==> src/rtl/bda_pkg.sv <==
// Package for the binary to decimal ASCII converter.
// Holds the power-of-ten table, character codes and the controller/datapath interface types.
// No dependencies.
`timescale 1ns / 1ps
`default_nettype none

package bda_pkg;

	localparam int unsigned POS_W = 5;
	localparam int unsigned DIGIT_W = 4;

	localparam logic [POS_W-1:0] NARROW_DIGITS = 5'd10;
	localparam logic [POS_W-1:0] WIDE_DIGITS = 5'd20;
	localparam logic [POS_W-1:0] NARROW_TOP = 5'd9;
	localparam logic [POS_W-1:0] WIDE_TOP = 5'd19;

	localparam logic [7:0] ASCII_ZERO = 8'h30;
	localparam logic [7:0] ASCII_MINUS = 8'h2d;
	localparam logic [7:0] ASCII_NUL = 8'h00;

	localparam logic [63:0] POW10 [20] = '{
		64'd1, 64'd10, 64'd100, 64'd1000, 64'd10000, 64'd100000, 64'd1000000,
		64'd10000000, 64'd100000000, 64'd1000000000, 64'd10000000000,
		64'd100000000000, 64'd1000000000000, 64'd10000000000000,
		64'd100000000000000, 64'd1000000000000000, 64'd10000000000000000,
		64'd100000000000000000, 64'd1000000000000000000,
		64'd10000000000000000000
	};

	typedef enum logic [1:0] {
		SEL_SIGN,
		SEL_DIGIT,
		SEL_TERM
	} char_sel_t;

	typedef struct packed {
		logic             load;
		logic             step;
		logic [POS_W-1:0] pos;
		logic             out_load;
		char_sel_t        sel;
		logic             out_last;
	} cmd_t;

	typedef struct packed {
		logic neg;
		logic digit_nz;
		logic out_free;
	} status_t;

endpackage

`default_nettype wire

==> src/rtl/bda_datapath.sv <==
// Datapath of the binary to decimal ASCII converter: magnitude register,
// digit extraction against the power-of-ten table and the output register.
// Depends on bda_pkg.
`timescale 1ns / 1ps
`default_nettype none

module bda_datapath (
	input  wire              clk,
	input  wire              arst_n,
	input  wire [63:0]       value,
	input  wire              is_signed,
	input  wire              operand_wide,
	input  bda_pkg::cmd_t    cmd,
	output bda_pkg::status_t status,
	input  wire              out_ready,
	output logic             out_valid,
	output logic [7:0]       char_code,
	output logic             last
);
	import bda_pkg::*;

	logic [63:0]        mag_q;
	logic [63:0]        masked;
	logic [63:0]        negated;
	logic               neg;
	logic [67:0]        mult [10];
	logic [DIGIT_W-1:0] digit;
	logic [67:0]        sub;
	logic               out_valid_q;
	logic [7:0]         char_q;
	logic               last_q;
	logic [7:0]         char_next;

	assign masked = operand_wide ? value : {32'd0, value[31:0]};
	assign neg = is_signed && (operand_wide ? value[63] : value[31]);
	assign negated = operand_wide ? (~masked + 64'd1) : {32'd0, ~value[31:0] + 32'd1};

	// Quotient digit by comparing against all nine multiples at once; the
	// magnitude is always below ten times the current power here.
	always_comb begin
		digit = '0;
		sub = '0;
		for (int k = 0; k < 10; k++) begin
			mult[k] = {4'd0, POW10[cmd.pos]} * 68'(k);
		end
		for (int k = 1; k < 10; k++) begin
			if ({4'd0, mag_q} >= mult[k]) begin
				digit = DIGIT_W'(k);
				sub = mult[k];
			end
		end
	end

	always_comb begin
		case (cmd.sel)
			SEL_SIGN:  char_next = ASCII_MINUS;
			SEL_DIGIT: char_next = ASCII_ZERO + {4'd0, digit};
			SEL_TERM:  char_next = ASCII_NUL;
			default:   char_next = ASCII_NUL;
		endcase
	end

	always_ff @(posedge clk) begin
		if (cmd.load) begin
			mag_q <= neg ? negated : masked;
		end else if (cmd.step) begin
			mag_q <= mag_q - sub[63:0];
		end
		if (cmd.out_load) begin
			char_q <= char_next;
			last_q <= cmd.out_last;
		end
	end

	always_ff @(posedge clk or negedge arst_n) begin
		if (!arst_n) begin
			out_valid_q <= 1'b0;
		end else if (cmd.out_load) begin
			out_valid_q <= 1'b1;
		end else if (out_ready) begin
			out_valid_q <= 1'b0;
		end
	end

	assign status.neg = neg;
	assign status.digit_nz = (digit != '0);
	assign status.out_free = !out_valid_q || out_ready;

	assign out_valid = out_valid_q;
	assign char_code = char_q;
	assign last = last_q;

endmodule

`default_nettype wire

==> src/rtl/bda_ctrl.sv <==
// Controller of the binary to decimal ASCII converter: sequences sign,
// digit positions and terminator, and handles leading zero suppression.
// Depends on bda_pkg.
`timescale 1ns / 1ps
`default_nettype none

module bda_ctrl (
	input  wire              clk,
	input  wire              arst_n,
	input  wire              in_valid,
	output logic             in_ready,
	input  wire              operand_wide,
	input  wire [7:0]        digit_count,
	input  wire              leading_zeros,
	input  wire              no_terminator,
	input  bda_pkg::status_t status,
	output bda_pkg::cmd_t    cmd
);
	import bda_pkg::*;

	typedef enum logic [1:0] {
		ST_IDLE,
		ST_SIGN,
		ST_DIGIT,
		ST_TERM
	} state_t;

	state_t           state_q;
	logic [POS_W-1:0] pos_q;
	logic [POS_W-1:0] keep_q;
	logic             lead_q;
	logic             no_term_q;
	logic [POS_W-1:0] max_digits;
	logic [POS_W-1:0] keep_in;
	logic             accept;
	logic             emit;

	assign max_digits = operand_wide ? WIDE_DIGITS : NARROW_DIGITS;
	assign keep_in = (digit_count == 8'd0 || digit_count > {3'd0, max_digits})
		? max_digits : digit_count[POS_W-1:0];

	assign in_ready = (state_q == ST_IDLE);
	assign accept = in_valid && in_ready;

	// Positions at or above the kept count are stripped without output,
	// which leaves the magnitude modulo the kept power of ten.
	assign emit = (pos_q < keep_q) && (lead_q || status.digit_nz || pos_q == '0);

	always_comb begin
		cmd = '0;
		cmd.load = accept;
		cmd.pos = pos_q;
		cmd.sel = SEL_DIGIT;
		case (state_q)
			ST_IDLE: begin
			end
			ST_SIGN: begin
				cmd.sel = SEL_SIGN;
				cmd.out_load = status.out_free;
			end
			ST_DIGIT: begin
				cmd.step = emit ? status.out_free : 1'b1;
				cmd.out_load = emit && status.out_free;
				cmd.out_last = (pos_q == '0) && no_term_q;
			end
			ST_TERM: begin
				cmd.sel = SEL_TERM;
				cmd.out_load = status.out_free;
				cmd.out_last = 1'b1;
			end
			default: begin
			end
		endcase
	end

	always_ff @(posedge clk or negedge arst_n) begin
		if (!arst_n) begin
			state_q <= ST_IDLE;
			pos_q <= '0;
			keep_q <= '0;
			lead_q <= 1'b0;
			no_term_q <= 1'b0;
		end else begin
			case (state_q)
				ST_IDLE: begin
					if (accept) begin
						pos_q <= operand_wide ? WIDE_TOP : NARROW_TOP;
						keep_q <= keep_in;
						lead_q <= leading_zeros;
						no_term_q <= no_terminator;
						state_q <= status.neg ? ST_SIGN : ST_DIGIT;
					end
				end
				ST_SIGN: begin
					if (status.out_free) begin
						state_q <= ST_DIGIT;
					end
				end
				ST_DIGIT: begin
					if (cmd.step) begin
						if (cmd.out_load) begin
							lead_q <= 1'b1;
						end
						if (pos_q == '0) begin
							state_q <= no_term_q ? ST_IDLE : ST_TERM;
						end else begin
							pos_q <= pos_q - POS_W'(1);
						end
					end
				end
				ST_TERM: begin
					if (status.out_free) begin
						state_q <= ST_IDLE;
					end
				end
				default: begin
					state_q <= ST_IDLE;
				end
			endcase
		end
	end

	assert property (@(posedge clk) disable iff (!arst_n)
		(state_q == ST_IDLE) |-> (!cmd.out_load && !cmd.step))
		else $error("bda_ctrl: datapath commanded while idle");

	assert property (@(posedge clk) disable iff (!arst_n)
		(state_q != ST_IDLE) |-> (pos_q <= WIDE_TOP && keep_q <= WIDE_DIGITS && keep_q != '0))
		else $error("bda_ctrl: digit position or kept count out of range");

	assert property (@(posedge clk) disable iff (!arst_n)
		(state_q == ST_DIGIT && pos_q >= keep_q) |-> !cmd.out_load)
		else $error("bda_ctrl: stripped digit position produced a character");

	assert property (@(posedge clk) disable iff (!arst_n)
		(state_q == ST_TERM) |-> !no_term_q)
		else $error("bda_ctrl: terminator sent although suppressed");

endmodule

`default_nettype wire

==> src/rtl/binary_to_decimal_ascii_core.sv <==
// Binary to decimal ASCII converter, top level.
// The first character is registered in the output register once the controller has left idle. It is delayed
// further by each stripped or suppressed digit position ahead of it and by each output stall.
// An item passes through an optional sign, 10 or 20 digit positions and an optional terminator.
// Input is taken only between items; a result waiting at the output does not block the next.
// Reset (arst_n low, asynchronous) returns the controller to idle and empties the output.
`timescale 1ns / 1ps
`default_nettype none

module binary_to_decimal_ascii_core (
	input  wire        clk,
	input  wire        arst_n,
	input  wire        in_valid,
	output logic       in_ready,
	input  wire [63:0] value,
	input  wire        is_signed,
	input  wire        operand_wide,
	input  wire [7:0]  digit_count,
	input  wire        leading_zeros,
	input  wire        no_terminator,
	output logic       out_valid,
	input  wire        out_ready,
	output logic [7:0] char_code,
	output logic       last
);
	import bda_pkg::*;

	cmd_t    cmd;
	status_t status;

	bda_ctrl u_ctrl (
		.clk           (clk),
		.arst_n        (arst_n),
		.in_valid      (in_valid),
		.in_ready      (in_ready),
		.operand_wide  (operand_wide),
		.digit_count   (digit_count),
		.leading_zeros (leading_zeros),
		.no_terminator (no_terminator),
		.status        (status),
		.cmd           (cmd)
	);

	bda_datapath u_datapath (
		.clk          (clk),
		.arst_n       (arst_n),
		.value        (value),
		.is_signed    (is_signed),
		.operand_wide (operand_wide),
		.cmd          (cmd),
		.status       (status),
		.out_ready    (out_ready),
		.out_valid    (out_valid),
		.char_code    (char_code),
		.last         (last)
	);

endmodule

`default_nettype wire

==> config.mk <==
export PLATFORM = sky130hd
export DESIGN_NAME = binary_to_decimal_ascii_core
export DESIGN_NICKNAME = d
export VERILOG_FILES = /design/src/rtl/bda_pkg.sv /design/src/rtl/bda_datapath.sv /design/src/rtl/bda_ctrl.sv /design/src/rtl/binary_to_decimal_ascii_core.sv
export SDC_FILE = /design/constraint.sdc
export NUM_CORES = 2
export LEC_CHECK = 0
export ABC_AREA = 1
export BUFFER_PORTS_ARGS = -buffer_cell sky130_fd_sc_hd__buf_2
export CAP_MARGIN = 20
export CELL_PAD_IN_SITES_DETAIL_PLACEMENT = 0
export CELL_PAD_IN_SITES_GLOBAL_PLACEMENT = 1
export CORE_MARGIN = 1
export CORE_UTILIZATION = 35
export CTS_CLUSTER_DIAMETER = 150
export DETAILED_ROUTE_END_ITERATION = 6
export GPL_TIMING_DRIVEN = 1
export PLACE_DENSITY = 0.75
export SETUP_SLACK_MARGIN = 0.2
export SLEW_MARGIN = 20
export SYNTH_ARGS = -nofsm -noshare
export SYNTH_HDL_FRONTEND = slang
export SYNTH_HIERARCHICAL = 1
export SYNTH_SLANG_ARGS = --single-unit
==> constraint.sdc <==
create_clock -name clk -period 12.21 [get_ports clk]
set_clock_uncertainty 0.1 [all_clocks]
set_input_delay 0.6105 -clock clk [delete_from_list [all_inputs] [get_ports clk]]
set_output_delay 0.6105 -clock clk [all_outputs]
set_load 0.05 [all_outputs]
Word level (Yosys, flattened, before mapping)
Memories as Yosys holds them, arrays and structs flattened.
Index checks and enable logic that the tools add are counted.

word-level totals
  register bits after elaboration = 88
  output and inout bits = 11
  bits in read-only memories = 2,048
  input bits = 80
  memories kept = 1
  logic and storage cells = 122

memories
  memory            depth  bits a word  read ports  clocked after memory_dff  write ports  line                RTL
  (name not given)  32     64           1           0                         0            bda_datapath.sv:44  mult[k] = {4'd0, POW10[cmd.pos]} * 68'(k);

cells by class
  $lt $le $gt $ge = 12
  multiply operators = 5
  reductions and logical operators = 23
  bitwise logic cells = 3
  add/sub/neg operators = 5
  equality and inequality tests = 11
  multiplexer cells = 53

operators by type and width
  operator                                                               number
  64-bit 2-to-1 mux                                                      16
  64-bit by 67-bit greater-or-equal comparator with 1-bit output         4
  64-bit by 3-bit multiplier with 67-bit output (second input constant)  2
  64-bit by 66-bit greater-or-equal comparator with 1-bit output         2
  64-bit by 2-bit multiplier with 66-bit output (second input constant)  2
  64-bit by 68-bit greater-or-equal comparator with 1-bit output         1
  64-bit by 4-bit multiplier with 68-bit output (second input constant)  1
  64-bit by 65-bit greater-or-equal comparator with 1-bit output         1
  64-bit by 1-bit adder with 64-bit output (second input constant)       1
  64-bit greater-or-equal comparator                                     1
  64-bit NOT                                                             1
  64-bit subtractor                                                      1
  32-bit by 1-bit adder with 32-bit output (second input constant)       1
  4-bit 2-to-1 mux                                                       8
  32-bit NOT                                                             1
  5-bit 2-to-1 mux                                                       6
  8-bit one-hot mux with 2 select lines                                  1
  2-bit 2-to-1 mux                                                       7
  5-bit one-hot mux with 2 select lines                                  1
  1-bit 2-to-1 mux                                                       9
  8-bit by 5-bit > comparator with 1-bit output                          1
  8-bit logical NOT                                                      1
  2-bit inequality test (second input constant)                          4
  2-bit one-hot mux with 4 select lines                                  1
  21 further kinds                                                       38

Longest topological paths before layout
  depth after elaboration = 23
  mapped depth = 73
  gate-level depth less buffers = 72

Hierarchy
Netlist, hierarchy kept.

by module, submodules not included
  module        sequential area each (um^2)  cells each  times used  area each (um^2)
  bda_datapath  2,157.1                      6,129       1           39,673.0
  bda_ctrl      350.3                        163         1           1,128.6

Least setup slack after synthesis
Ideal clock, no wire load.

  kind = reg2reg
  start point = register u_ctrl.pos_q[1]
  end point = register u_datapath.mag_q[47] (data pin)
  data required time = 11.849 ns
  library setup time = 0.261 ns
  arrival time = 10.317 ns
  path buffers = 2
  setup slack = 1.532 ns
  cell stages (with the launch flop) = 64
  clock period less this slack = 10.678 ns
  cells stage by stage = dfrtp_1 > inv_1 > ha_1 > nand2_1 > nor2_1 > inv_1 > nand2_1 > inv_1 > fa_1 > inv_1 > ha_1 > nand2_1 > nor2_1 > o21ai_1 > o211ai_1 > a31oi_1 > nor2_1 > nor2_1 > [28 not listed] > o21ai_1 > a21boi_1 > o21ai_1 > a21oi_1 > o21ai_1 > a21oi_1 > o21ai_1 > a21oi_1 > o21ai_1 > nand2_1 > nand2_1 > nand2_1 > nand2_1 > nand2_1 > nand2_1 > or2_2 > nand3_1 > o21ai_0

between the ends
  longest elaborated chain between the ends = 17
  elaborated cells between the ends (all ways) = 30
  those cells by class = 1 x add/sub; 5 x mul; 9 x order compare; 13 x mux; 1 x bitwise; 1 x memory

ends and longest elaborated chain
  what                                                                                                   line                RTL
  start, declared                                                                                        bda_ctrl.sv:29      logic [POS_W-1:0] pos_q;
  start signal, assigned                                                                                 bda_ctrl.sv:87      pos_q <= operand_wide ? WIDE_TOP : NARROW_TOP;
  start signal, assigned                                                                                 bda_ctrl.sv:107     pos_q <= pos_q - POS_W'(1);
  5-bit NOT with 6-bit output *                                                                          --
  memory read 32 x 64 bit *                                                                              --
  64-bit 2-to-1 mux (not written as such) * (2 in a row)                                                 bda_datapath.sv:44
  parallel branches: the longest is 9 deep, another holds 64-bit by 2-bit multiplier with 66-bit output  --
  64-bit 2-to-1 mux *                                                                                    bda_datapath.sv:47  if ({4'd0, mag_q} >= mult[k]) begin
  64-bit subtractor *                                                                                    bda_datapath.sv:67  mag_q <= mag_q - sub[63:0];
  64-bit 2-to-1 mux *                                                                                    bda_datapath.sv:66  end else if (cmd.step) begin
  64-bit 2-to-1 mux *                                                                                    bda_datapath.sv:64  if (cmd.load) begin
  end signal, assigned                                                                                   bda_datapath.sv:65  mag_q <= neg ? negated : masked;
  end signal, assigned                                                                                   bda_datapath.sv:67
  end, declared                                                                                          bda_datapath.sv:22  logic [63:0] mag_q;

Every way passes the cells marked *. The select of a mux whose other input is x is not followed.
A chain may end at the register's enable or synchronous reset.

Worst setup path in the final report
  start point = register u_ctrl.pos_q[0]
  end point = register u_datapath.mag_q[47] (data pin)

Same word-level chain as after synthesis.

==> reports/metrics.cfg <==
[die]
ios=91
die_h_um=343
core-area_sq_mm=0.115
num_rows=124
fp.dieArea_sq_mm=0.118
initial_core_util=0.355
fp.dieW_um=343

[routing]
ant_nets=0
drt_iter0_markers=4875
vias=47900
vias_per_cell=5.90
dr.pass1.iters=7
avgRoutedWirePerCell_um=26.2
routed_wirelength_um=213000
drc_errors=6

[yosys]
synth_cells=6292
seq_area_frac_synth=0.0615
synth_edf_count=71
synth.distinct_cells=77
synth_warnings=6
netlist.area_leader.share=0.282
synthFlopType=edfxtp_1
avgSynthCellArea_sq_um=6.48
synthTopCellsByArea=ha_1 28%, a21oi_1 11%, nand2_1 10%
yosys_register_bits=86
synth_area_sq_mm=0.0408
post-synth-top-area-cell=ha_1
async_flop_share=0.174

[place]
place_ws_ns=-0.202
gp_congestion=1.04
dp_hpwl_um=179000
io_buffers=88

[timing]
timing.fmax_mhz=87.2
hold_violations=0
setup_ws_ns=0.741
tightest_slew_ns=1.19
finalCriticalPeriod_ns=11.47
drv_slew=0
min_period_over_period=0.939
setup_viol=0
rsz0062_at_grt=true
maxSlewHeadroom=0.194
fin_tns_setup_ns=0

[setup_path]
critical_path.most_common_cell=nand2_1
cp.required_ns=12.20
path_buf_inv=5
rr_endpoint=u_datapath/mag_q[47]$_DFFE_PP_
r2r_start=u_ctrl/pos_q[0]$_DFFE_PN0P_
crit_type=register to register
startpoint_type=register
cp_max_fo=6
critPathTopFamily=compound AO/OA/AOI/OAI gates
critPathCaptureType=register
slowest_delay_ns=0.66
crit_path_top_delay_cell=a21oi_1
reg2reg_depth=51
reg2reg_slack_ns=0.74
cp.arrival_ns=11.46

[cts]
cts_made_buffers=9
htreeDepth=3
cts_sinks=86
cts_tree=yes
cts.clk_slew.worst_paths_ns=0.07
clock_latency_ns=0.37
clk_path_buf_depth=2
root_buffer=clkbuf_16

[finish]
nets=7664
antennaDiodeCount=0
layout-drive-gt1-share=0.106
syn_to_final_growth_pct=12.7

[global_route]
grt_start_max_net_pins=69
grt_antenna_before_repair=12
grt_pass1_vias=45500
grt_overflow=0
grt_usage=0.353
grt_pass1_wl_um=308000

[job]
max_cap_violations=0

[status]
status=complete, but fails checks
failed_checks=DRC

[min_path]
min-delay-path-class=input pin to async pin

-- logic make-up (layout without fill, tap and decap cells) --
| family | Yosys count | after routing | synth area share |
|---|---|---|---|
| flip-flops | 86 | 86 | 0.0615 |
| XOR/XNOR | 245 | 245 | 0.0526 |
| adder cells (fa/ha/maj) | 973 | 973 | 0.308 |
| buffers and inverters | 919 | 1239 | 0.0879 |
| AO/OA/AOI/OAI | 1772 | 1772 | 0.250 |
| AND/OR/NAND/NOR | 2295 | 2295 | 0.240 |
| other | 2 | 6 | 0.000184 |
-- cells in the mapped netlist, types with 7 or more instances --
master	number
a2111oi_0	8
a211oi_1	40
a21boi_0	14
a21o_1	25
a21oi_1	885
a21oi_2	19
a31oi_1	89
and3_1	9
buf_1	10
buf_2	15
buf_4	8
clkbuf_1	89
dfrtp_1	15
edfxtp_1	71
fa_1	52
ha_1	921
inv_1	775
inv_2	8
nand2_1	1116
nand2_2	38
nand2_4	9
nand3_1	203
nand4_1	109
nor2_1	625
nor2_2	7
nor3_1	84
nor4_1	39
o2111ai_1	10
o211ai_1	52
o211ai_2	20
o21a_1	43
o21ai_0	319
o21ai_1	72
o21bai_1	22
o221a_2	8
o221ai_1	19
o22ai_1	60
o31ai_1	19
or2_2	24
xnor2_1	103
xor2_1	142
-- flip-flops by register name, indices dropped and copies added (netlist names) --
signal	cells
u_datapath/out_valid	1
u_ctrl/lead_q	1
u_datapath/last	1
u_ctrl/state_q	2
u_datapath/mag_q	64
u_datapath/char_code	6
u_ctrl/keep_q	5
u_ctrl/no_term_q	1
u_ctrl/pos_q	5
-- per-stage QoR --
step | utilization | hold WS (ns) | std cells | cell area [sq um]
2_1_floorplan | - | 0.215 | 6296 | 40800
3_3_place_gp | 0.392 | 0.357 | 8093 | 45100
3_5_place_dp | 0.392 | 0.360 | 8094 | 45100
4_1_cts | 0.396 | 0.0788 | 8110 | 45500
5_1_grt | 0.400 | 0.0968 | 8128 | 46000
6_report | 0.400 | 0.0783 | 8128 | 46000
-- layout make-up --
class                      count  area (sq um)
timing repair buffer         434          3110
clock inverter                 1          5.00
inverter                     789          2980
fill                       12500         69000
sequential                    86          2510
clock buffer                  15           312
tap                         1512          1890
multi-input combinational   5291         35200
-- cells in the final DEF, fill, tap and decap left out, types with 60 or more instances in the layout --
cell type	instances
nand2_1	1110
ha_1	919
a21oi_1	857
inv_1	764
nor2_1	619
buf_4	336
o21ai_0	311
nand3_1	200
xor2_1	136
nand4_1	109
xnor2_1	103
buf_2	88
a31oi_1	86
nor3_1	80
edfxtp_1	71
o21ai_1	67
o22ai_1	60
-- worst reg2reg max path, delay by kind of cell, from the launching register on --
kind / cells / cell delay [ns]
AOI/OAI and AO/OA: 25 / 5.29
and+or+nand+nor: 15 / 2.44
buffers and inverters: 5 / 0.93
xor gates and xnor gates: 1 / 0.33
DFF: 1 / 0.42
adders and majority gates: 5 / 1.65
-- layer usage --
metal / up-vias / wire (um) / track usage
met2: 2104 / 90300 / 0.544
li1: 22600 / - / -
met1: 22800 / 95300 / 0.495
met3: 351 / 19100 / 0.0534
met5: - / 94 / 0
met4: 16 / 8360 / 0.123
-- worst max path at each step --
stage / start / endpoint / slack [ns] / cells after the start
floorplan: u_ctrl/pos_q[1]$_DFFE_PN0P_ / u_datapath/mag_q[47]$_DFFE_PP_ / 1.53 / 63
global placement: u_ctrl/pos_q[0]$_DFFE_PN0P_ / u_datapath/mag_q[44]$_DFFE_PP_ / 0.05 / 63
detailed placement: u_ctrl/pos_q[1]$_DFFE_PN0P_ / u_datapath/mag_q[47]$_DFFE_PP_ / -0.20 / 62
CTS: u_ctrl/pos_q[1]$_DFFE_PN0P_ / u_datapath/mag_q[47]$_DFFE_PP_ / 0.20 / 59
global route: u_ctrl/pos_q[0]$_DFFE_PN0P_ / u_datapath/mag_q[47]$_DFFE_PP_ / 0.17 / 66
finish: u_ctrl/pos_q[0]$_DFFE_PN0P_ / u_datapath/mag_q[47]$_DFFE_PP_ / 0.74 / 51
-- timing repair --
item / in CTS / in global routing
endpoints found under the setup margin: 24 / 42
hold buffers: 0 / 0
setup buffers: 0 / 18
resized for setup: 16 / 96
pin swaps: 0 / 12
hold endpoints to repair: 0 / 0
Power is not shown: default switching activity piles up to over one toggle a cycle in this logic, so the estimate is an artifact.
